===== config.mk =====
export PLATFORM = sky130hd
export DESIGN_NAME = disk_seek_scheduler_flat
export DESIGN_NICKNAME = d
export VERILOG_FILES = /design/src/sv/dss_pkg.sv /design/src/sv/dss_req_if.sv /design/src/sv/dss_rsp_if.sv /design/src/sv/dss_ram.sv /design/src/sv/dss_ctrl.sv /design/src/sv/dss_datapath.sv /design/src/sv/disk_seek_scheduler.sv /design/src/flat_wrapper.sv
export SDC_FILE = /design/constraint.sdc
export NUM_CORES = 1
export LEC_CHECK = 0
export BUFFER_PORTS_ARGS = -buffer_cell sky130_fd_sc_hd__clkbuf_2
export CAP_MARGIN = 20
export CORE_AREA = 2 2 339 341
export DETAILED_ROUTE_END_ITERATION = 16
export DIE_AREA = 0 0 341 343
export GPL_TIMING_DRIVEN = 0
export PLACE_DENSITY = 0.45
export SETUP_SLACK_MARGIN = 0.2
export SYNTH_ARGS = -nofsm -noshare
export SYNTH_HDL_FRONTEND = slang
export SYNTH_HIERARCHICAL = 1
export SYNTH_SLANG_ARGS = --single-unit

===== constraint.sdc =====
create_clock -name clock -period 16.65 [get_ports clock]
set_input_delay 2.4975 -clock clock [delete_from_list [all_inputs] [get_ports clock]]
set_output_delay 2.4975 -clock clock [all_outputs]
set_load 0.03 [all_outputs]

===== src/sv/dss_pkg.sv =====
// Shared constants, types and helper functions of the disk seek scheduler.
`timescale 1ns / 1ps

package dss_pkg;

   localparam int MAX_REQUESTS = 32;
   localparam int TRACK_W      = 16;
   localparam int SEEK_W       = 22;
   localparam int POLICY_W     = 3;
   localparam int TRACKS_W     = 17;
   localparam int CSR_IDX_W    = 2;
   localparam int CSR_DATA_W   = 17;

   localparam int IDX_BITS = (MAX_REQUESTS > 1) ? $clog2(MAX_REQUESTS) : 1;
   localparam int CNT_BITS = $clog2(MAX_REQUESTS + 1);

   localparam logic [SEEK_W-1:0] SEEK_MAX = {SEEK_W{1'b1}};

   localparam logic [CSR_IDX_W-1:0] CSR_POLICY      = 2'd0;
   localparam logic [CSR_IDX_W-1:0] CSR_DISK_TRACKS = 2'd1;
   localparam logic [CSR_IDX_W-1:0] CSR_START_TRACK = 2'd2;

   localparam logic [POLICY_W-1:0] POLICY_FCFS    = 3'd0;
   localparam logic [POLICY_W-1:0] POLICY_SSTF    = 3'd1;
   localparam logic [POLICY_W-1:0] POLICY_SCAN_LO = 3'd2;
   localparam logic [POLICY_W-1:0] POLICY_SCAN_HI = 3'd3;
   localparam logic [POLICY_W-1:0] POLICY_CSCAN   = 3'd4;

   localparam logic [TRACKS_W-1:0] TRACKS_RESET = 17'h10000;

   typedef struct packed {
      logic accept;
      logic store;
      logic init;
      logic scan_start;
      logic scan_run;
      logic visit;
      logic next_phase;
      logic finish;
   } dss_cmd_type;

   typedef struct packed {
      logic scan_done;
      logic found;
      logic more_phase;
      logic out_free;
   } dss_status_type;

   function automatic logic [TRACK_W-1:0] track_dist(input logic [TRACK_W-1:0] a,
                                                     input logic [TRACK_W-1:0] b);
      track_dist = (a > b) ? (a - b) : (b - a);
   endfunction

   function automatic logic [SEEK_W-1:0] seek_add(input logic [SEEK_W-1:0]  seek,
                                                  input logic [TRACK_W-1:0] amount);
      logic [SEEK_W:0] sum;
      sum      = {1'b0, seek} + (SEEK_W + 1)'(amount);
      seek_add = sum[SEEK_W] ? SEEK_MAX : sum[SEEK_W-1:0];
   endfunction

endpackage


===== src/sv/dss_req_if.sv =====
// Request channel: one pending track request per transaction.
`timescale 1ns / 1ps

interface dss_req_if
   import dss_pkg::*;
();
   logic               valid;
   logic               ready;
   logic [TRACK_W-1:0] track;
   logic               last;

   modport source (output valid, output track, output last, input ready);
   modport sink   (input valid, input track, input last, output ready);
endinterface


===== src/sv/dss_rsp_if.sv =====
// Response channel: one head visit per transaction.
`timescale 1ns / 1ps

interface dss_rsp_if
   import dss_pkg::*;
();
   logic               valid;
   logic               ready;
   logic [TRACK_W-1:0] track_res;
   logic [SEEK_W-1:0]  total_seek;
   logic               last_res;

   modport source (output valid, output track_res, output total_seek, output last_res,
                   input ready);
   modport sink   (input valid, input track_res, input total_seek, input last_res,
                   output ready);
endinterface


===== src/sv/dss_ram.sv =====
// Generic single-write, single-read RAM with registered read data.
`timescale 1ns / 1ps

module dss_ram #(
   parameter int WIDTH = 16,
   parameter int DEPTH = 32
) (
   input  logic                                         clock,
   input  logic                                         we,
   input  logic [((DEPTH > 1) ? $clog2(DEPTH) : 1)-1:0] waddr,
   input  logic [WIDTH-1:0]                             wdata,
   input  logic [((DEPTH > 1) ? $clog2(DEPTH) : 1)-1:0] raddr,
   output logic [WIDTH-1:0]                             rdata
);

   logic [WIDTH-1:0] mem_ff [DEPTH];

   always_ff @(posedge clock) begin
      if (we) begin
         mem_ff[waddr] <= wdata;
      end
      rdata <= mem_ff[raddr];
   end

endmodule


===== src/sv/dss_ctrl.sv =====
// Sequencing state machine: batch load, candidate scans, visit emission.
`timescale 1ns / 1ps

module dss_ctrl
   import dss_pkg::*;
(
   input  logic           clock,
   input  logic           reset,
   input  logic           req_valid,
   input  logic           req_last,
   input  dss_status_type status,
   output dss_cmd_type    cmd
);

   typedef enum logic [1:0] {
      ST_LOAD,
      ST_INIT,
      ST_SCAN,
      ST_DECIDE
   } state_type;

   state_type state_ff;
   state_type state_in;

   always_comb begin
      state_in = state_ff;
      cmd      = '0;
      case (state_ff)
         ST_LOAD: begin
            cmd.accept = 1'b1;
            if (req_valid) begin
               cmd.store = 1'b1;
               if (req_last) begin
                  state_in = ST_INIT;
               end
            end
         end
         ST_INIT: begin
            cmd.init       = 1'b1;
            cmd.scan_start = 1'b1;
            state_in       = ST_SCAN;
         end
         ST_SCAN: begin
            cmd.scan_run = 1'b1;
            if (status.scan_done) begin
               state_in = ST_DECIDE;
            end
         end
         ST_DECIDE: begin
            if (status.found) begin
               if (status.out_free) begin
                  cmd.visit      = 1'b1;
                  cmd.scan_start = 1'b1;
                  state_in       = ST_SCAN;
               end
            end else if (status.more_phase) begin
               cmd.next_phase = 1'b1;
               cmd.scan_start = 1'b1;
               state_in       = ST_SCAN;
            end else if (status.out_free) begin
               cmd.finish = 1'b1;
               state_in   = ST_LOAD;
            end
         end
         default: begin
            state_in = ST_LOAD;
         end
      endcase
   end

   always_ff @(posedge clock) begin
      if (reset) begin
         state_ff <= ST_LOAD;
      end else begin
         state_ff <= state_in;
      end
   end

endmodule


===== src/sv/dss_datapath.sv =====
// Datapath: registers, request store, candidate compare, seek accumulate, output stage.
`timescale 1ns / 1ps

module dss_datapath
   import dss_pkg::*;
(
   input  logic                  clock,
   input  logic                  reset,
   input  logic                  csr_we,
   input  logic [CSR_IDX_W-1:0]  csr_index,
   input  logic [CSR_DATA_W-1:0] csr_wdata,
   input  logic [TRACK_W-1:0]    req_track,
   input  logic                  rsp_ready,
   output logic                  rsp_valid,
   output logic [TRACK_W-1:0]    rsp_track_res,
   output logic [SEEK_W-1:0]     rsp_total_seek,
   output logic                  rsp_last_res,
   input  dss_cmd_type           cmd,
   output dss_status_type        status
);

   typedef enum logic [1:0] {
      CLS_ANY,
      CLS_LO,
      CLS_HI
   } cls_type;

   typedef enum logic [1:0] {
      ORD_FIRST,
      ORD_LESS,
      ORD_MORE
   } ord_type;

   logic [POLICY_W-1:0]     policy_ff, policy_in;
   logic [TRACKS_W-1:0]     disk_tracks_ff, disk_tracks_in;
   logic [TRACK_W-1:0]      start_track_ff, start_track_in;
   logic [CNT_BITS-1:0]     count_ff, count_in;
   logic [MAX_REQUESTS-1:0] served_ff, served_in;
   logic [TRACK_W-1:0]      head_ff, head_in;
   logic [SEEK_W-1:0]       seek_ff, seek_in;
   logic                    phase_ff, phase_in;
   logic                    virt_pend_ff, virt_pend_in;
   logic [TRACK_W-1:0]      virt_val_ff, virt_val_in;
   logic [TRACK_W-1:0]      pend_track_ff, pend_track_in;
   logic [SEEK_W-1:0]       pend_seek_ff, pend_seek_in;
   logic [CNT_BITS-1:0]     rd_cnt_ff, rd_cnt_in;
   logic                    rd_valid_ff, rd_valid_in;
   logic [IDX_BITS-1:0]     rd_idx_ff, rd_idx_in;
   logic                    best_found_ff, best_found_in;
   logic                    best_virt_ff, best_virt_in;
   logic [IDX_BITS-1:0]     best_idx_ff, best_idx_in;
   logic [TRACK_W-1:0]      best_key_ff, best_key_in;
   logic [TRACK_W-1:0]      best_track_ff, best_track_in;
   logic                    out_valid_ff, out_valid_in;
   logic [TRACK_W-1:0]      out_track_ff, out_track_in;
   logic [SEEK_W-1:0]       out_seek_ff, out_seek_in;
   logic                    out_last_ff, out_last_in;

   logic                    ram_we;
   logic [TRACK_W-1:0]      ram_rdata;
   logic [TRACK_W-1:0]      top;
   logic                    is_scan;
   cls_type                 cls;
   ord_type                 ord;
   logic                    class_ok;
   logic [TRACK_W-1:0]      cand_key;
   logic                    cand_better;
   logic [SEEK_W-1:0]       visit_seek;

   dss_ram #(
      .WIDTH (TRACK_W),
      .DEPTH (MAX_REQUESTS)
   ) u_store (
      .clock (clock),
      .we    (ram_we),
      .waddr (count_ff[IDX_BITS-1:0]),
      .wdata (req_track),
      .raddr (rd_cnt_ff[IDX_BITS-1:0]),
      .rdata (ram_rdata)
   );

   // top track: zero count gives 0, counts above the track range saturate
   always_comb begin
      if (disk_tracks_ff == '0) begin
         top = '0;
      end else if (disk_tracks_ff[TRACKS_W-1] && (disk_tracks_ff[TRACK_W-1:0] != '0)) begin
         top = '1;
      end else begin
         top = TRACK_W'(disk_tracks_ff - TRACKS_W'(1));
      end
   end

   always_comb begin
      is_scan = 1'b0;
      cls     = CLS_ANY;
      ord     = ORD_FIRST;
      case (policy_ff)
         POLICY_SSTF: begin
            ord = ORD_LESS;
         end
         POLICY_SCAN_LO: begin
            is_scan = 1'b1;
            cls     = phase_ff ? CLS_HI : CLS_LO;
            ord     = phase_ff ? ORD_LESS : ORD_MORE;
         end
         POLICY_SCAN_HI: begin
            is_scan = 1'b1;
            cls     = phase_ff ? CLS_LO : CLS_HI;
            ord     = phase_ff ? ORD_MORE : ORD_LESS;
         end
         POLICY_CSCAN: begin
            is_scan = 1'b1;
            cls     = phase_ff ? CLS_LO : CLS_HI;
            ord     = ORD_LESS;
         end
         default: begin
            ord = ORD_FIRST;
         end
      endcase
   end

   always_comb begin
      case (cls)
         CLS_LO:  class_ok = ram_rdata < start_track_ff;
         CLS_HI:  class_ok = ram_rdata > start_track_ff;
         default: class_ok = 1'b1;
      endcase
      cand_key = (policy_ff == POLICY_SSTF) ? track_dist(ram_rdata, head_ff) : ram_rdata;
      case (ord)
         ORD_LESS: cand_better = !best_found_ff || (cand_key < best_key_ff);
         ORD_MORE: cand_better = !best_found_ff || (cand_key > best_key_ff);
         default:  cand_better = !best_found_ff;
      endcase
      cand_better = cand_better && rd_valid_ff && !served_ff[rd_idx_ff] && class_ok;
   end

   assign visit_seek = seek_add(seek_ff, track_dist(best_track_ff, head_ff));
   assign ram_we     = cmd.store && (count_ff < CNT_BITS'(MAX_REQUESTS));

   always_comb begin
      policy_in      = policy_ff;
      disk_tracks_in = disk_tracks_ff;
      start_track_in = start_track_ff;
      count_in       = count_ff;
      served_in      = served_ff;
      head_in        = head_ff;
      seek_in        = seek_ff;
      phase_in       = phase_ff;
      virt_pend_in   = virt_pend_ff;
      virt_val_in    = virt_val_ff;
      pend_track_in  = pend_track_ff;
      pend_seek_in   = pend_seek_ff;
      rd_cnt_in      = rd_cnt_ff;
      rd_valid_in    = rd_valid_ff;
      rd_idx_in      = rd_idx_ff;
      best_found_in  = best_found_ff;
      best_virt_in   = best_virt_ff;
      best_idx_in    = best_idx_ff;
      best_key_in    = best_key_ff;
      best_track_in  = best_track_ff;
      out_valid_in   = out_valid_ff;
      out_track_in   = out_track_ff;
      out_seek_in    = out_seek_ff;
      out_last_in    = out_last_ff;

      if (csr_we) begin
         case (csr_index)
            CSR_POLICY:      policy_in      = csr_wdata[POLICY_W-1:0];
            CSR_DISK_TRACKS: disk_tracks_in = csr_wdata[TRACKS_W-1:0];
            CSR_START_TRACK: start_track_in = csr_wdata[TRACK_W-1:0];
            default:         policy_in      = policy_ff;
         endcase
      end

      if (ram_we) begin
         count_in = count_ff + CNT_BITS'(1);
      end

      if (out_valid_ff && rsp_ready) begin
         out_valid_in = 1'b0;
      end

      if (cmd.init) begin
         head_in       = start_track_ff;
         seek_in       = '0;
         pend_track_in = start_track_ff;
         pend_seek_in  = '0;
         served_in     = '0;
         phase_in      = 1'b0;
         virt_pend_in  = is_scan;
         virt_val_in   = (policy_ff == POLICY_SCAN_LO) ? '0 : top;
      end

      if (cmd.scan_run) begin
         if (rd_cnt_ff < count_ff) begin
            rd_valid_in = 1'b1;
            rd_idx_in   = rd_cnt_ff[IDX_BITS-1:0];
            rd_cnt_in   = rd_cnt_ff + CNT_BITS'(1);
         end else begin
            rd_valid_in = 1'b0;
         end
         if (cand_better) begin
            best_found_in = 1'b1;
            best_virt_in  = 1'b0;
            best_idx_in   = rd_idx_ff;
            best_key_in   = cand_key;
            best_track_in = ram_rdata;
         end
      end

      if (cmd.visit) begin
         out_valid_in  = 1'b1;
         out_track_in  = pend_track_ff;
         out_seek_in   = pend_seek_ff;
         out_last_in   = 1'b0;
         pend_track_in = best_track_ff;
         pend_seek_in  = visit_seek;
         seek_in       = visit_seek;
         head_in       = best_track_ff;
         if (best_virt_ff) begin
            virt_pend_in = 1'b0;
         end else begin
            served_in[best_idx_ff] = 1'b1;
         end
      end

      // C-SCAN wraps to track 0: the return sweep counts as top-track travel
      if (cmd.next_phase) begin
         phase_in = 1'b1;
         if (policy_ff == POLICY_CSCAN) begin
            head_in      = '0;
            seek_in      = seek_add(seek_ff, top);
            virt_pend_in = 1'b1;
            virt_val_in  = '0;
         end else begin
            virt_pend_in = 1'b0;
         end
      end

      if (cmd.finish) begin
         out_valid_in = 1'b1;
         out_track_in = pend_track_ff;
         out_seek_in  = pend_seek_ff;
         out_last_in  = 1'b1;
         count_in     = '0;
      end

      // the added end track seeds the search of its sweep
      if (cmd.scan_start) begin
         rd_cnt_in     = '0;
         rd_valid_in   = 1'b0;
         best_found_in = virt_pend_in;
         best_virt_in  = 1'b1;
         best_idx_in   = '0;
         best_key_in   = virt_val_in;
         best_track_in = virt_val_in;
      end
   end

   always_ff @(posedge clock) begin
      if (reset) begin
         policy_ff      <= POLICY_FCFS;
         disk_tracks_ff <= TRACKS_RESET;
         start_track_ff <= '0;
         count_ff       <= '0;
         served_ff      <= '0;
         head_ff        <= '0;
         seek_ff        <= '0;
         phase_ff       <= 1'b0;
         virt_pend_ff   <= 1'b0;
         rd_cnt_ff      <= '0;
         rd_valid_ff    <= 1'b0;
         best_found_ff  <= 1'b0;
         best_virt_ff   <= 1'b0;
         out_valid_ff   <= 1'b0;
      end else begin
         policy_ff      <= policy_in;
         disk_tracks_ff <= disk_tracks_in;
         start_track_ff <= start_track_in;
         count_ff       <= count_in;
         served_ff      <= served_in;
         head_ff        <= head_in;
         seek_ff        <= seek_in;
         phase_ff       <= phase_in;
         virt_pend_ff   <= virt_pend_in;
         rd_cnt_ff      <= rd_cnt_in;
         rd_valid_ff    <= rd_valid_in;
         best_found_ff  <= best_found_in;
         best_virt_ff   <= best_virt_in;
         out_valid_ff   <= out_valid_in;
      end
      virt_val_ff   <= virt_val_in;
      pend_track_ff <= pend_track_in;
      pend_seek_ff  <= pend_seek_in;
      rd_idx_ff     <= rd_idx_in;
      best_idx_ff   <= best_idx_in;
      best_key_ff   <= best_key_in;
      best_track_ff <= best_track_in;
      out_track_ff  <= out_track_in;
      out_seek_ff   <= out_seek_in;
      out_last_ff   <= out_last_in;
   end

   assign rsp_valid      = out_valid_ff;
   assign rsp_track_res  = out_track_ff;
   assign rsp_total_seek = out_seek_ff;
   assign rsp_last_res   = out_last_ff;

   assign status.scan_done  = (rd_cnt_ff == count_ff) && !rd_valid_ff;
   assign status.found      = best_found_ff;
   assign status.more_phase = is_scan && !phase_ff;
   assign status.out_free   = !out_valid_ff || rsp_ready;

endmodule


===== src/sv/disk_seek_scheduler.sv =====
// Disk seek scheduler top level: FCFS, SSTF, SCAN and C-SCAN service order.
//
//   Channel   Dir  Contents
//   req_chan  in   track, last: one request per transaction, last starts the schedule
//   rsp_chan  out  track_res, total_seek, last_res: one head visit per transaction
//   csr_*     in   write enable, register index, write data (policy, disk_tracks, start_track)
//
// Each visit costs a sweep of the stored requests, one entry a cycle through the RAM's
// single read port, then one decide state. SCAN policies add one more sweep at the turn.
// Requests are refused while a schedule runs. Synchronous active-high reset; the store
// needs no clearing. Stalls on rsp_chan hold the schedule in place with no loss.
`timescale 1ns / 1ps

module disk_seek_scheduler
   import dss_pkg::*;
(
   input  logic                  clock,
   input  logic                  reset,
   dss_req_if.sink               req_chan,
   dss_rsp_if.source             rsp_chan,
   input  logic                  csr_we,
   input  logic [CSR_IDX_W-1:0]  csr_index,
   input  logic [CSR_DATA_W-1:0] csr_wdata
);

   dss_cmd_type    cmd;
   dss_status_type status;

   dss_ctrl u_ctrl (
      .clock     (clock),
      .reset     (reset),
      .req_valid (req_chan.valid),
      .req_last  (req_chan.last),
      .status    (status),
      .cmd       (cmd)
   );

   dss_datapath u_datapath (
      .clock          (clock),
      .reset          (reset),
      .csr_we         (csr_we),
      .csr_index      (csr_index),
      .csr_wdata      (csr_wdata),
      .req_track      (req_chan.track),
      .rsp_ready      (rsp_chan.ready),
      .rsp_valid      (rsp_chan.valid),
      .rsp_track_res  (rsp_chan.track_res),
      .rsp_total_seek (rsp_chan.total_seek),
      .rsp_last_res   (rsp_chan.last_res),
      .cmd            (cmd),
      .status         (status)
   );

   assign req_chan.ready = cmd.accept;

endmodule


===== src/flat_wrapper.sv =====
// flat-port wrapper written by rule: the top's interface ports become plain ports
module disk_seek_scheduler_flat import dss_pkg::*;
  (clock, reset, csr_we, csr_index, csr_wdata, req_chan_valid, req_chan_track, req_chan_last, req_chan_ready, rsp_chan_valid, rsp_chan_track_res, rsp_chan_total_seek, rsp_chan_last_res, rsp_chan_ready);
  dss_req_if req_chan_i ();
  dss_rsp_if rsp_chan_i ();
  input  logic clock;
  input  logic reset;
  input  logic csr_we;
  input  logic [CSR_IDX_W-1:0] csr_index;
  input  logic [CSR_DATA_W-1:0] csr_wdata;
  input wire logic [$bits(req_chan_i.valid)-1:0] req_chan_valid;
  input wire logic [$bits(req_chan_i.track)-1:0] req_chan_track;
  input wire logic [$bits(req_chan_i.last)-1:0] req_chan_last;
  output wire logic [$bits(req_chan_i.ready)-1:0] req_chan_ready;
  output wire logic [$bits(rsp_chan_i.valid)-1:0] rsp_chan_valid;
  output wire logic [$bits(rsp_chan_i.track_res)-1:0] rsp_chan_track_res;
  output wire logic [$bits(rsp_chan_i.total_seek)-1:0] rsp_chan_total_seek;
  output wire logic [$bits(rsp_chan_i.last_res)-1:0] rsp_chan_last_res;
  input wire logic [$bits(rsp_chan_i.ready)-1:0] rsp_chan_ready;
  assign req_chan_i.valid = req_chan_valid;
  assign req_chan_i.track = req_chan_track;
  assign req_chan_i.last = req_chan_last;
  assign req_chan_ready = req_chan_i.ready;
  assign rsp_chan_valid = rsp_chan_i.valid;
  assign rsp_chan_track_res = rsp_chan_i.track_res;
  assign rsp_chan_total_seek = rsp_chan_i.total_seek;
  assign rsp_chan_last_res = rsp_chan_i.last_res;
  assign rsp_chan_i.ready = rsp_chan_ready;
  disk_seek_scheduler u_core (.clock(clock), .reset(reset), .req_chan(req_chan_i), .rsp_chan(rsp_chan_i), .csr_we(csr_we), .csr_index(csr_index), .csr_wdata(csr_wdata));
endmodule

==> Word-level counts from Yosys, hierarchy flattened <==
Memories as Yosys holds them, arrays and structs flattened. A register that Yosys moved wholly into a read port is not among the register bits.
Cells that the tools add are included.
{ "totals": {"reg_bits": 261, "n_memories": 1, "out_inout_bits": 41, "in_bits": 41, "ramBits": 512} }
{ "op_classes": {"n_lt_le_gt_ge": 11, "bitwise_logic": 1, "add_sub_neg": 9, "n_mux": 86, "n_eq_ne": 19, "reduce_logical": 39} }
{ "mem_list": {"columns": ["memory", "words", "word_bits", "rd", "rd_clocked_by_memory_dff", "write_ports", "line_no", "source"], "rows": [
  ["u_core.u_datapath.u_store.mem_ff", 32, 16, 1, 1, 1, "dss_ram.sv:16", "logic [WIDTH-1:0] mem_ff [DEPTH];"]
]} }
{ "ops": {"columns": ["op", "count"], "rows": [
  ["$mux 16", 23],
  ["$mux 22", 10],
  ["$mux 32", 3],
  ["$gt 16x16->1", 4],
  ["$sub 16x16->16", 4],
  ["$add 22x16->23", 2],
  ["$lt 16x16->1", 2],
  ["$or 32x32->32", 1],
  ["$mux 1", 30],
  ["$mux 2", 11],
  ["$logic_not 17->1", 1],
  ["$reduce_bool 16->1", 1],
  ["$sub 16x1->16 const B", 1],
  ["$add 6x1->6 const B", 2],
  ["$lt 5x6->1 const B", 2],
  ["$reduce_and 2->1", 6],
  ["$eq 2x2->1 const B", 5],
  ["$reduce_bool 2->1", 5],
  ["$logic_and 1x1->1", 9],
  ["$eq 2x1->1 const B", 4],
  ["$pmux 2 s4", 1],
  ["$reduce_or 2->1", 4],
  ["$eq 3x2->1 const B", 2],
  ["$eq 6x6->1", 1],
  ["other kinds (21)", 31]
]} }

==> Depth between registers and ports, before layout <==
Gate-level depths: netlist of the first run.
{ "depth": {"depth_word": 12, "ltp_mapped": 24, "depth_no_buf": 22} }

==> Modules after synthesis <==
The synthesis of the first run kept the hierarchy.
{ "by_module_without_submodules": {"columns": ["module", "cells_per_inst", "instances", "seq_area_each_um2", "area_per_inst_um2"], "rows": [
  ["dss_ram", 1143, 1, 15695.1, 20534.7],
  ["dss_datapath", 1824, 1, 6316.1, 16417.0],
  ["dss_ctrl", 22, 1, 40.0, 157.7]
]} }

==> Worst setup path before layout of the first run <==
No wires, ideal clock.
{ "synth_timing": {"path_kind": "reg-to-reg", "startpoint": "register u_core.u_datapath.head_ff[1]", "endpoint": "register u_core.u_datapath.best_key_ff[0], enable pin", "setup_slack_ps": 11157, "t_arrival_ps": 5118, "stages_incl_launch_ff": 20, "n_path_buf": 1, "required_ps": 16275, "cell_sequence": "dfxtp_1 -> inv_1 -> fa_1 -> a21o_1 -> a21o_1 -> a2111o_1 -> a21bo_2 -> nand2_1 -> buf_4 -> mux2i_1 -> o221ai_1 -> xnor2_1 -> o21ai_1 -> ha_1 -> nand4_1 -> or3_1 -> o221ai_1 -> mux2i_1 -> a221oi_4 -> or2_2"} }
{ "synth_via": {"elab_chain_cells": 11, "elab_cells_between_ends": 15, "cone_classes": "add/sub: 2; order compare: 3; mux: 3; reduce/logical: 7"} }
{ "synth_lines": {"columns": ["element", "line_no", "source"], "rows": [
  ["from (decl)", "dss_datapath.sv:39", "logic [TRACK_W-1:0] head_ff, head_in;"],
  ["from (signal assigned)", "dss_datapath.sv:282", "head_ff <= head_in;"],
  ["$sub 16x16->16 / $gt 16x16->1 (equally long branches)", "dss_pkg.sv:51", "track_dist = (a > b) ? (a - b) : (b - a);"],
  ["$mux 16 (*)", "dss_pkg.sv:51", null],
  ["$mux 16 (*)", "dss_datapath.sv:128", "cand_key = (policy_ff == POLICY_SSTF) ? track_dist(ram_rdata, head_ff) : ram_rdata;"],
  ["$gt 16x16->1 / $lt 16x16->1 (equally long branches)", "dss_datapath.sv:131, dss_datapath.sv:130", null],
  ["$logic_or 1x1->1 (on tied branches)", "dss_datapath.sv:131, dss_datapath.sv:130", null],
  ["$pmux 1 s2 (*)", "dss_datapath.sv:129", "case (ord)"],
  ["$logic_and 1x1->1 (*) (3 in series)", "dss_datapath.sv:134", "cand_better = cand_better && rd_valid_ff && !served_ff[rd_idx_ff] && class_ok;"],
  ["$reduce_bool 2->1 (no source line) (*)", null, null],
  ["$reduce_and 2->1 (no source line) (*)", null, null],
  ["to (signal assigned)", "dss_datapath.sv:297", "best_key_ff <= best_key_in;"],
  ["to (decl)", "dss_datapath.sv:52", "logic [TRACK_W-1:0] best_key_ff, best_key_in;"]
]} }
Mark *: on every way between the ends. The rest lies on a longest branch, timed or not.
A chain may end at the register's enable or synchronous reset.

==> Worst setup path after layout of the first run <==
{ "layout_timing": {"startpoint": "register u_core.u_datapath.head_ff[12]", "endpoint": "register u_core.u_datapath.seek_ff[0]"} }
{ "layout_via": {"elab_chain_cells": 7, "elab_cells_between_ends": 9, "cone_classes": "add/sub: 3; order compare: 1; mux: 5"} }
{ "layout_lines": {"columns": ["element", "line_no", "source"], "rows": [
  ["$sub 16x16->16 / $gt 16x16->1 (equally long branches)", "dss_pkg.sv:51", null],
  ["$mux 16 (*)", "dss_pkg.sv:51", null],
  ["$add 22x16->23 (*)", "dss_pkg.sv:57", "sum = {1'b0, seek} + (SEEK_W + 1)'(amount);"],
  ["$mux 22 (*)", "dss_pkg.sv:58", "seek_add = sum[SEEK_W] ? SEEK_MAX : sum[SEEK_W-1:0];"],
  ["$mux 22 (*)", "dss_datapath.sv:211", "if (cmd.visit) begin"],
  ["$mux 22", "dss_datapath.sv:230", "if (policy_ff == POLICY_CSCAN) begin"],
  ["$mux 22 (*)", "dss_datapath.sv:228", "if (cmd.next_phase) begin"],
  ["to (signal assigned)", "dss_datapath.sv:283", "seek_ff <= seek_in;"],
  ["to (decl)", "dss_datapath.sv:40", "logic [SEEK_W-1:0] seek_ff, seek_in;"]
]} }
Marked as above.

==> out/results.txt, run 1 <==
leak pwr -> 14.86 nW
vias in the first global route -> 24.99k
Unique masters post-synth -> 96
Final Cycle Share -> 41.99%
die area -> 0.1170 mm^2
IO Port Bufs -> 81
# IOs -> 82
clk_lat worst skew -> 700 ps
synth cell count leaders -> edfxtp_1 (625), mux2i_1 (302), nand2_1 (226), a21oi_1 (182), nor2_1 (173)
relative slew slack -> 27.91%
DRT Wirelength -> 114.1 mm
TritonRoute pass-1 iters -> 6
largest net degree at the start of global routing -> 40
worst vdd rail ir drop -> 81.95 uV
GP Congestion -> 0.9080
Tot GR Track Use -> 19.23%
total negative slack -> 0 ps
Post-synth ARST share -> 0%
CTS tree -> yes
Hold Crit Class -> reg -> reg
total clock sinks -> 789
Post-synth EDFFs -> 625
Slew @ Worst Pin -> 1081 ps
final setup fails -> 0
Critical Path Fanout Max -> 10
f_max -> 143.0 MHz
pre-CTS WS -> 9705 ps
Synth area leader -> edfxtp_1
vias -> 24.82k
Yosys top cell area share -> 50.57%
status -> completed
total of max-cap violations -> 0
PwrDens -> 119.2 mW/mm^2
Synth Instances -> 2989
max-slew violation count -> 0
Critical Path Sink Type -> flop
Post-CTS Setup Bufs -> 0
Max H-tree Level -> 3
area of the core -> 0.1134 mm^2
initial core utilization -> 32.72%
worst path arrival time -> 7510 ps
Setup CP Type -> reg -> reg
clock slew at reported path FFs -> 60 ps
Worst Skew -> 50.82 ps
Seq/Total Area, Yosys -> 59.42%
Synth warnings -> 6
routed vias/inst -> 5.196
RSZ-0062 raised after global routing -> false
gr ovfl total -> 0
Synth area leaders -> edfxtp_1 (51%), dfxtp_1 (8.8%), mux2i_1 (8.1%)
Max Root-Sink Buffers -> 3
mapped cell area -> 0.03711 mm^2
cell with the most instances after synthesis -> edfxtp_1
CP startpoint kind -> flop
CTS buffer count -> 91
initial drt markers -> 1930
post-CTS sizing -> 0
Final Hold Fails -> 0
Avg WL per Cell -> 23.88 um
syn_nets -> 3174
worst setup margin -> 9658 ps
top_reg_cell synth -> edfxtp_1
DRC Markers -> 0
Worst EP required -> 17170 ps
fin nets -> 3372
Routed Antenna Nets -> 0
first-pass GRT wire length -> 166.6 mm
Area growth syn-to-layout -> 15.29%
share of layout cells above drive strength 1 -> 11.98%
Avg Inst Size Synth -> 12.42 um^2
Post-CTS Hold Buffers -> 0
initial antenna violation count -> 2
flop and latch count out of synthesis -> 789
DIE HEIGHT -> 343 um
min Tclk post-route -> 6992 ps
DPL Wire Length -> 82.37 mm
Die W -> 341 um
root buf cell -> clkbuf_16
row count -> 124
## cells in the final DEF, fill, tap and decap left out, drive strengths merged, types with 12 or more instances in the layout
cell type  synthesis  layout
mux2i            302     302
a21oi            184     184
a22oi            105     105
clkinv             1      35
a21o              53      53
xor2              31      31
or3               13      13
nor3              41      41
nand3             56      56
inv              136     140
a31oi             29      29
nand3b            12      12
and3              24      24
nor2b             21      21
and2              13      13
a21boi            12      12
o21bai            13      13
o21a              35      35
xnor2             45      45
a22o              40      40
nand2            226     226
o21ai            110     110
nand4             38      38
edfxtp           625     625
dfxtp            164     164
clkbuf            88     291
ha               138     138
a211oi            31      31
nand2b            14      14
buf               71      95
nor2             176     176
## report_power, final
part           leakage (nW)  switching, W  internal, W
registers              7.00     0.0000452      0.00222
logic                  6.39      0.000537     0.000283
clock network          1.47      0.000846      0.00117
## area by class of cell
type,count,area [um^2]
clock buffer,122,2526
tap,1512,1892
antenna,1,2.502
sequential,789,22050
timing repair buffer,105,684.4
clock inverter,48,511.7
buffer,159,915.9
inverter,137,514.2
fill,10876,70630
multi-input combinational,1904,13690
## logic make-up after synthesis
kind of cell    synth area share (%)
buf+inv                        3.854
simple gates                   8.709
mux                            8.722
compound gates                 12.47
flops                          59.42
xor+xnor                       1.794
fa+ha+maj                      5.031
## worst max-delay path: stages (launching register included)
cell and delay, ps:
dfxtp_1 410, inv_1 130, ha_1 290, clkbuf_1 380
nand4_1 280, a2111o_1 430, a21oi_2 340, buf_2 370
buf_2 350, mux2_2 430, fa_1 440, a21oi_1 170
o21bai_1 170, a211oi_1 500, nor4_1 160, o31ai_1 770
a21oi_1 200, clkbuf_1 330, o21a_1 320, a211oi_1 280
nor3_1 70
## registers in the layout, summed over array words and instances, names as in the netlist, 17 cells and up
name                              flops
u_core/u_datapath/disk_tracks_ff     17
u_core/u_datapath/pend_seek_ff       22
u_core/u_datapath/rsp_total_seek     22
u_core/u_datapath/seek_ff            22
u_core/u_datapath/served_ff          32
u_core/u_datapath/u_store/mem_ff    512
## worst paths after layout
kind | from | end | slack (ps) | cells after the start
max | u_core/u_datapath/head_ff[12]$_SDFF_PP0_ | u_core/u_datapath/seek_ff[0]$_SDFF_PP0_ | 9660 | 20
min | u_core/u_datapath/pend_seek_ff[16]$_SDFFCE_PN0P_ | u_core/u_datapath/rsp_total_seek[16]$_DFFE_PP_ | 410 | 0
max reg2reg | u_core/u_datapath/head_ff[12]$_SDFF_PP0_ | u_core/u_datapath/seek_ff[0]$_SDFF_PP0_ | 9660 | 20
min reg2reg | u_core/u_datapath/pend_seek_ff[16]$_SDFFCE_PN0P_ | u_core/u_datapath/rsp_total_seek[16]$_DFFE_PP_ | 410 | 0
## metal layers
metal / share of wire [%] / global-route usage, % / up-vias
li1: - / - / 11583
met1: 43 / 24.18 / 12435
met2: 50 / 34.21 / 636
met3: 3.9 / 2.322 / 169
met4: 3.1 / 6.424 / 0
met5: 0 / 0 / -
## metrics by stage
step | util (%) | area (um^2) | cells | power (W) | hold slack [ps]
floorplan | - | 37110 | 2989 | 0.002815 | 400.3
global placement | 34.75 | 39410 | 4582 | 0.003112 | 401.7
detailed placement | 35.04 | 39740 | 4606 | 0.003126 | 404.5
CTS | 37.72 | 42780 | 4776 | 0.005157 | 416.6
global route | 37.72 | 42780 | 4776 | 0.005308 | 423.8
finish | 37.72 | 42780 | 4777 | 0.005098 | 405.6
(Power assumes the default switching activity.)
==> run 2: changes to the inputs <==
Settings changed: ABC_AREA from default to 1, CORE_AREA 2 2 339 341 to 2 2 349 351, DIE_AREA 0 0 341 343 to 0 0 351 353, PLACE_DENSITY 0.45 to 0.47.
Clock period 16.65 ns to 5.8 ns, I/O delays scaled along.
==> run 2 against run 1 <==
Effect of this change:
- via count is 23% higher
- setup slack worse by 8800 ps
- first-iteration DRC count is 20% higher
- register-to-register slack worse by 8800 ps
- wire length is 14% higher
==> out/results.txt, run 2 <==
CP max stage delay -> 600 ps (was 770 ps)
final core utilization -> 37.69% (was 37.72%)
Post-synth EDFFs -> 625 (unchanged)
Die W -> 351 um (was 341 um)
Synth area leaders -> edfxtp_1 (48%), nand2_1 (13%), dfxtp_1 (8.3%) (was edfxtp_1 (51%), dfxtp_1 (8.8%), mux2i_1 (8.1%))
biggest regs -> u_core/u_datapath/u_store/mem_ff (512), u_core/u_datapath/served_ff (32) (unchanged)
root buf cell -> clkbuf_16 (unchanged)
CTS tree -> yes (unchanged)
max-slew violation count -> 0 (unchanged)
status -> completed (unchanged)
Worst EP required -> 6170 ps (was 17170 ps)
pre-CTS WS -> 535.6 ps (was 9705 ps)
Synth area leader -> edfxtp_1 (unchanged)
most frequent cells in the layout -> nand2_1 (1371), edfxtp_1 (625), nand3_1 (557) (was edfxtp_1 (625), mux2i_1 (302), nand2_1 (226))
Unique masters post-synth -> 60 (was 96)
syn_nets -> 4528 (was 3174)
worst path arrival time -> 5330 ps (was 7510 ps)
RSZ-0062 raised after global routing -> false (unchanged)
total of max-cap violations -> 0 (unchanged)
DPL Wire Length -> 96.28 mm (was 82.37 mm)
# IOs -> 82 (unchanged)
IO Port Bufs -> 81 (unchanged)
share of layout cells above drive strength 1 -> 10.19% (was 11.98%)
multi-input logic area -> 0.01484 mm^2 (was 0.01369 mm^2)
Area growth syn-to-layout -> 15.22% (was 15.29%)
GP Congestion -> 0.9373 (was 0.9080)
die area -> 0.1239 mm^2 (was 0.1170 mm^2)
Seq/Total Area, Yosys -> 55.90% (was 59.42%)
Slew @ Worst Pin -> 1027 ps (was 1081 ps)
Synth warnings -> 6 (unchanged)
vias in the first global route -> 29.48k (was 24.99k)
flop and latch count out of synthesis -> 789 (unchanged)
Critical Path Sink Type -> flop (unchanged)
slowest CP cell -> fa_1 (was o31ai_1)
Routed Antenna Nets -> 0 (unchanged)
mapped cell area -> 0.03945 mm^2 (was 0.03711 mm^2)
TritonRoute pass-1 iters -> 5 (was 6)
worst vdd rail ir drop -> 243.9 uV (was 81.95 uV)
initial antenna violation count -> 0 (was 2)
Post-synth ARST share -> 0% (unchanged)
leak pwr -> 18.69 nW (was 14.86 nW)
Fill cells -> 12.29k (was 10.88k)
largest net degree at the start of global routing -> 35 (was 40)
final setup fails -> 0 (unchanged)
Max H-tree Level -> 3 (unchanged)
initial core utilization -> 32.71% (was 32.72%)
area of the core -> 0.1206 mm^2 (was 0.1134 mm^2)
Critical Path Fanout Max -> 17 (was 10)
Final Hold Fails -> 0 (unchanged)
placed cell area -> 0.04255 mm^2 (was 0.03974 mm^2)
first-pass GRT wire length -> 191.8 mm (was 166.6 mm)
most frequent cell on the critical path -> nand2_1
initial drt markers -> 2316 (was 1930)
DRC Markers -> 0 (unchanged)
Avg Inst Size Synth -> 9.084 um^2 (was 12.42 um^2)
worst path cell trace -> inv_1 > fa_1 > nand2_2 > nand2_2 > a21o_2 > nand2_1 > nand2_2 > nand2_4 > inv_4 > buf_6 > nand2_1 > nand2_1 > a21boi_1 > ha_1 > a21oi_1 > o21ai_0 > a21oi_1 > nand2_1 > nand2_1 > nand3_1 > nand2_1 > nand2_1 > nand2_2 > buf_16 (was inv_1 > ha_1 > clkbuf_1 > nand4_1 > a2111o_1 > a21oi_2 > buf_2 > buf_2 > mux2_2 > fa_1 > a21oi_1 > o21bai_1 > a211oi_1 > nor4_1 > o31ai_1 > a21oi_1 > clkbuf_1 > o21a_1 > a211oi_1 > nor3_1)
DRT Wirelength -> 130.3 mm (was 114.1 mm)
Worst Skew -> 39.12 ps (was 50.82 ps)
PwrDens -> 378.4 mW/mm^2 (was 119.2 mW/mm^2)
Final Cycle Share -> 85.61% (was 41.99%)
clk_lat worst skew -> 690 ps (was 700 ps)
total negative slack -> 0 ps (unchanged)
Final Cell Area -> 0.04545 mm^2 (was 0.04278 mm^2)
cell with the most instances after synthesis -> nand2_1 (was edfxtp_1)
Top reg by flops -> u_core/u_datapath/u_store/mem_ff (unchanged)
min Tclk post-route -> 4965 ps (was 6992 ps)
relative slew slack -> 31.50% (was 27.91%)
Yosys top cell area share -> 47.57% (was 50.57%)
f_max -> 201.4 MHz (was 143.0 MHz)
Tot GR Track Use -> 20.89% (was 19.23%)
vias -> 30.48k (was 24.82k)
# diodes -> 0 (was 1)
clock slew at reported path FFs -> 60 ps (about the same)
Hold Crit Class -> reg -> reg (unchanged)
synth cell count leaders -> nand2_1 (1373), edfxtp_1 (625), nand3_1 (557), inv_1 (378), nor2_1 (256) (was edfxtp_1 (625), mux2i_1 (302), nand2_1 (226), a21oi_1 (182), nor2_1 (173))
worst setup margin -> 834.8 ps (was 9658 ps)
fin nets -> 4735 (was 3372)
Avg WL per Cell -> 20.84 um (was 23.88 um)
FF/Latch Area -> 0.02205 mm^2 (unchanged)
total clock sinks -> 789 (unchanged)
max reg flops -> 512 (unchanged)
CTS buffer count -> 91 (unchanged)
Max Root-Sink Buffers -> 3 (unchanged)
Synth Instances -> 4343 (was 2989)
routed vias/inst -> 4.878 (was 5.196)
DIE HEIGHT -> 353 um (was 343 um)
top_reg_cell synth -> edfxtp_1 (unchanged)
row count -> 128 (was 124)
Setup CP Type -> reg -> reg (unchanged)
commonest non-fill, non-tap cell in the layout -> nand2_1 (was edfxtp_1)
gr ovfl total -> 0 (unchanged)
CP startpoint kind -> flop (unchanged)
==> run 2: cell count changes after synthesis, moves of 43 or more <==
cell and change:
mux2i_1 -302, nand2_1 +1147, inv_1 +242, o21ai_0 +49, nor2_1 +83, nand3_1 +502, a22oi_1 -87, a21o_1 -43
==> run 2: final cells by class <==
class	instances	area share (%)
repair buffers	114	2.114
multi-input cells	2980	32.66
well taps	1625	4.473
clock buffers	117	5.431
inverters	394	3.270
flip-flops and latches	789	48.51
plain buffers	180	2.579
clock inverters	50	0.9634
==> run 2: per-layer routing <==
layer | track usage [%] | share of wire, % | vias up
met5 | 0 | 0 | -
met4 | 6.618 | 3.1 | 0
met3 | 2.307 | 4.2 | 192
met2 | 34.74 | 47 | 795
met1 | 28.40 | 45 | 14515
li1 | - | - | 14981
==> run 2: repair_timing <==
action | 4_1_cts | 5_1_grt
endpoints found under the hold margin | 0 | 0
hold buffers | 0 | 0
setup endpoints to repair | 0 | 8
gates resized for setup | 0 | 1
setup buffers | 0 | 0
==> run 2: worst max-delay path, delay by kind of cell (launching register included) <==
family                     cells  cell delay [ps]
buffers and inverters          4              700
and+or+nand+nor               13             1530
AOI/OAI and AO/OA              5              970
DFF                            1              560
adders and majority gates      2              860
==> run 2: where the power goes <==
part	leakage, nW	total, W	switching (W)	internal [W]
Sequential	7.00	0.00670	0.000208	0.00649
Clock	1.42	0.00558	0.00241	0.00317
Combinational	10.3	0.00492	0.00343	0.00149
Total	18.7	0.0172	0.00605	0.0112
==> run 2: final timing paths <==
kind / slack (ps) / cells past startpoint / endpoint / start
setup / recovery: 830 / 24 / u_core/u_datapath/best_track_ff[13]$_DFFE_PP_ / u_core/u_datapath/head_ff[1]$_SDFF_PP0_
hold / removal: 420 / 0 / u_core/u_datapath/rsp_total_seek[1]$_DFFE_PP_ / u_core/u_datapath/pend_seek_ff[1]$_SDFFCE_PN0P_
setup reg to reg: 830 / 24 / u_core/u_datapath/best_track_ff[13]$_DFFE_PP_ / u_core/u_datapath/head_ff[1]$_SDFF_PP0_
hold reg to reg: 420 / 0 / u_core/u_datapath/rsp_total_seek[1]$_DFFE_PP_ / u_core/u_datapath/pend_seek_ff[1]$_SDFFCE_PN0P_
==> run 2: stage by stage <==
stage,cells,power (W),hold slack [ps]
CTS,6249,0.01736,382.7
global placement,6049,0.01167,400.9
floorplan,4343,0.01003,400.3
finish,6249,0.01720,416.0
global route,6249,0.01813,416.2
detailed placement,6082,0.01172,404.5
==> run 2: cell families after synthesis <==
| logic type | Yosys count | share of synthesized area (%) |
|---|---|---|
| xor gates and xnor gates | 71 | 1.576 |
| buffers and inverters | 574 | 6.740 |
| AOI/OAI and AO/OA | 459 | 6.451 |
| and+or+nand+nor | 2306 | 24.66 |
| DFF | 789 | 55.90 |
| adders and majority gates | 144 | 4.681 |
==> run 3: changes to the inputs <==
Settings changed: CELL_PAD_IN_SITES_DETAIL_PLACEMENT from default to 1, CELL_PAD_IN_SITES_GLOBAL_PLACEMENT from default to 1, PLACE_DENSITY 0.47 to 0.57.
==> run 3 against run 2 <==
Effect of this change:
- first-iteration DRC count down 20%
- wire length up 6.8%
- sequential cell count did not move
- critical endpoint is now u_core/u_datapath/seek_ff[0]$_SDFF_PP0_
- core utilization is 0.33 points higher
- combinational power shrank 1%
- setup slack got worse by 75 ps
- clock power rose by 7.3%
- cell count increased by 0.22%
- clock skew is 13 ps higher
- global-route usage up 1.5 points
- final area increased by 0.87%
- die area unchanged
==> out/results.txt, run 3 (synthesized netlist as in run 2, its figures left out) <==
status -> completed (unchanged)
clock slew at reported path FFs -> 50 ps (was 60 ps)
TritonRoute pass-1 iters -> 5 (unchanged)
Int Pwr -> 0.01145 W (was 0.01115 W)
die area -> 0.1239 mm^2 (unchanged)
root buf cell -> clkbuf_16 (unchanged)
worst path arrival time -> 5620 ps (was 5330 ps)
initial drt markers -> 1843 (was 2316)
worst setup margin -> 760.1 ps (was 834.8 ps)
Max H-tree Level -> 3 (unchanged)
Post-CTS Setup Bufs -> 0 (unchanged)
relative slew slack -> 21.58% (was 31.50%)
max reg flops -> 512 (unchanged)
fin nets -> 4743 (was 4735)
commonest non-fill, non-tap cell in the layout -> nand2_1 (unchanged)
most frequent cells in the layout -> nand2_1 (1372), edfxtp_1 (625), nand3_1 (557) (was nand2_1 (1371), edfxtp_1 (625), nand3_1 (557))
Max Root-Sink Buffers -> 3 (unchanged)
Critical Path Sink Type -> flop (unchanged)
row count -> 128 (unchanged)
pre-CTS WS -> 718.6 ps (was 535.6 ps)
Sw Pwr -> 0.006147 W (was 0.006048 W)
max-slew violation count -> 0 (unchanged)
Setup CP Type -> reg -> reg (unchanged)
post-CTS sizing -> 0 (unchanged)
f_max -> 198.4 MHz (was 201.4 MHz)
initial antenna violation count -> 0 (unchanged)
first-pass GRT wire length -> 205.5 mm (was 191.8 mm)
share of layout cells above drive strength 1 -> 10.48% (was 10.19%)
Final Cycle Share -> 86.89% (was 85.61%)
vias -> 31.07k (was 30.48k)
Hold Crit Class -> in -> reg (was reg -> reg)
worst vdd rail ir drop -> 234.2 uV (was 243.9 uV)
CTS tree -> yes (unchanged)
total negative slack -> 0 ps (unchanged)
CP startpoint kind -> flop (unchanged)
Area growth syn-to-layout -> 16.22% (was 15.22%)
combinational power share -> 27.6% (was 28.6%)
min Tclk post-route -> 5040 ps (was 4965 ps)
Tot GR Track Use -> 22.42% (was 20.89%)
total of max-cap violations -> 0 (unchanged)
Slew @ Worst Pin -> 1172 ps (was 1027 ps)
Post-CTS Hold Buffers -> 0 (unchanged)
switching part of the total -> 34.92% (was 35.16%)
Routed Antenna Nets -> 0 (unchanged)
largest net degree at the start of global routing -> 37 (was 35)
PwrDens -> 383.9 mW/mm^2 (was 378.4 mW/mm^2)
Worst EP required -> 6380 ps (was 6170 ps)
routed vias/inst -> 4.960 (was 4.878)
# IOs -> 82 (unchanged)
RSZ-0062 raised after global routing -> false (unchanged)
gr ovfl total -> 0 (unchanged)
Avg WL per Cell -> 22.21 um (was 20.84 um)
sequential power share -> 38.3% (was 39.0%)
clk_lat worst skew -> 720 ps (was 690 ps)
Critical Path Fanout Max -> 10 (was 17)
DIE HEIGHT -> 353 um (unchanged)
DPL Wire Length -> 103.8 mm (was 96.28 mm)
Top reg by flops -> u_core/u_datapath/u_store/mem_ff (unchanged)
GP Congestion -> 0.9137 (was 0.9373)
Die W -> 351 um (unchanged)
DRT Wirelength -> 139.1 mm (was 130.3 mm)
final setup fails -> 0 (unchanged)
total clock sinks -> 789 (unchanged)
Final Hold Fails -> 0 (unchanged)
DRC Markers -> 0 (unchanged)
vias in the first global route -> 31.42k (was 29.48k)
CTS buffer count -> 94 (was 91)
biggest regs -> u_core/u_datapath/u_store/mem_ff (512), u_core/u_datapath/served_ff (32) (unchanged)
area of the core -> 0.1206 mm^2 (unchanged)
Worst Skew -> 51.83 ps (was 39.12 ps)
IO Port Bufs -> 81 (unchanged)
Fill cells -> 13.98k (was 12.29k)
leak pwr -> 18.86 nW (was 18.69 nW)
initial core utilization -> 32.71% (unchanged)
clock share of power -> 34.0% (was 32.4%)
-- run 3: changes by cell type in the layout (fill, tap and decap cells not counted), sizes merged --
cell	before	now
clkbuf	257	251
clkinvlp	2	5
clkinv	44	47
inv	395	397
diode	0	1
buf	154	159
bufinv	3	9
-- run 3: power groups by stage --
| stage | Clock (W) | Sequential [W] | Combinational, W |
|---|---|---|---|
| after floorplan | 0 | 0.00677 | 0.00327 |
| after global placement | 0 | 0.00685 | 0.00478 |
| after detailed placement | 0 | 0.00686 | 0.00489 |
| after CTS | 0.00615 | 0.00674 | 0.00491 |
| after global routing | 0.00636 | 0.00677 | 0.00547 |
| final | 0.00599 | 0.00675 | 0.00486 |
-- run 3: path summary, 6_finish.rpt --
kind | from | endpoint | slack, ps | depth (start not counted)
max | u_core/u_datapath/head_ff[1]$_SDFF_PP0_ | u_core/u_datapath/seek_ff[0]$_SDFF_PP0_ | 760 | 24
min | csr_wdata[16] | u_core/u_datapath/disk_tracks_ff[16]$_SDFFE_PP1P_ | 410 | 3
max reg2reg | u_core/u_datapath/head_ff[1]$_SDFF_PP0_ | u_core/u_datapath/seek_ff[0]$_SDFF_PP0_ | 760 | 24
min reg2reg | u_core/u_datapath/pend_seek_ff[18]$_SDFFCE_PN0P_ | u_core/u_datapath/rsp_total_seek[18]$_DFFE_PP_ | 420 | 0
-- run 3: through the flow --
step / cell area (um^2) / hold WS, ps / std cells / utilization [%] / power (W)
after floorplan: 39450 / 400.3 / 4343 / - / 0.01003
after global placement: 41890 / 400.1 / 6049 / 34.74 / 0.01163
after detailed placement: 42700 / 405.6 / 6087 / 35.41 / 0.01175
after CTS: 45850 / 348.6 / 6262 / 38.02 / 0.01781
after global routing: 45850 / 371.0 / 6262 / 38.02 / 0.01860
final: 45850 / 408.6 / 6263 / 38.02 / 0.01760
-- run 3: layout make-up --
type	count	area, um^2	share of cell area [%]
sequential	789	22050	48.09
multi-input combinational	2980	14840	32.37
clock buffer	111	2447	5.338
tap	1625	2033	4.434
inverter	394	1486	3.242
buffer	180	1172	2.557
timing repair buffer	119	1119	2.440
clock inverter	64	696.9	1.520
antenna	1	2.502	0.005458
-- run 3: critical path, cell delays in order, from the launching register on --
cell and delay, ps:
dfxtp_1 580, inv_1 260, fa_1 540, nand2_1 110, nand2_2 90, a21oi_1 230, inv_1 60, nand2_1 90
nand3_2 90, nand2_4 120, inv_2 70, buf_6 140, nand2_1 50, nand2_1 100, fa_1 530, nand3_1 110
nand2_1 110, nand3_1 100, nand2_1 130, nand4_1 110, nand3_1 270, o21ai_0 720, nand3_1 140, nand2_1 100
nor2_1 40
-- run 3: layer usage --
layer | share of wire (%) | GRT usage, % | vias to the layer above
met2 | 48 | 37.44 | 612
met1 | 45 | 30.28 | 15325
met4 | 2.8 | 6.790 | 0
met5 | 0 | 0 | -
met3 | 4.2 | 2.755 | 177
li1 | - | - | 14952
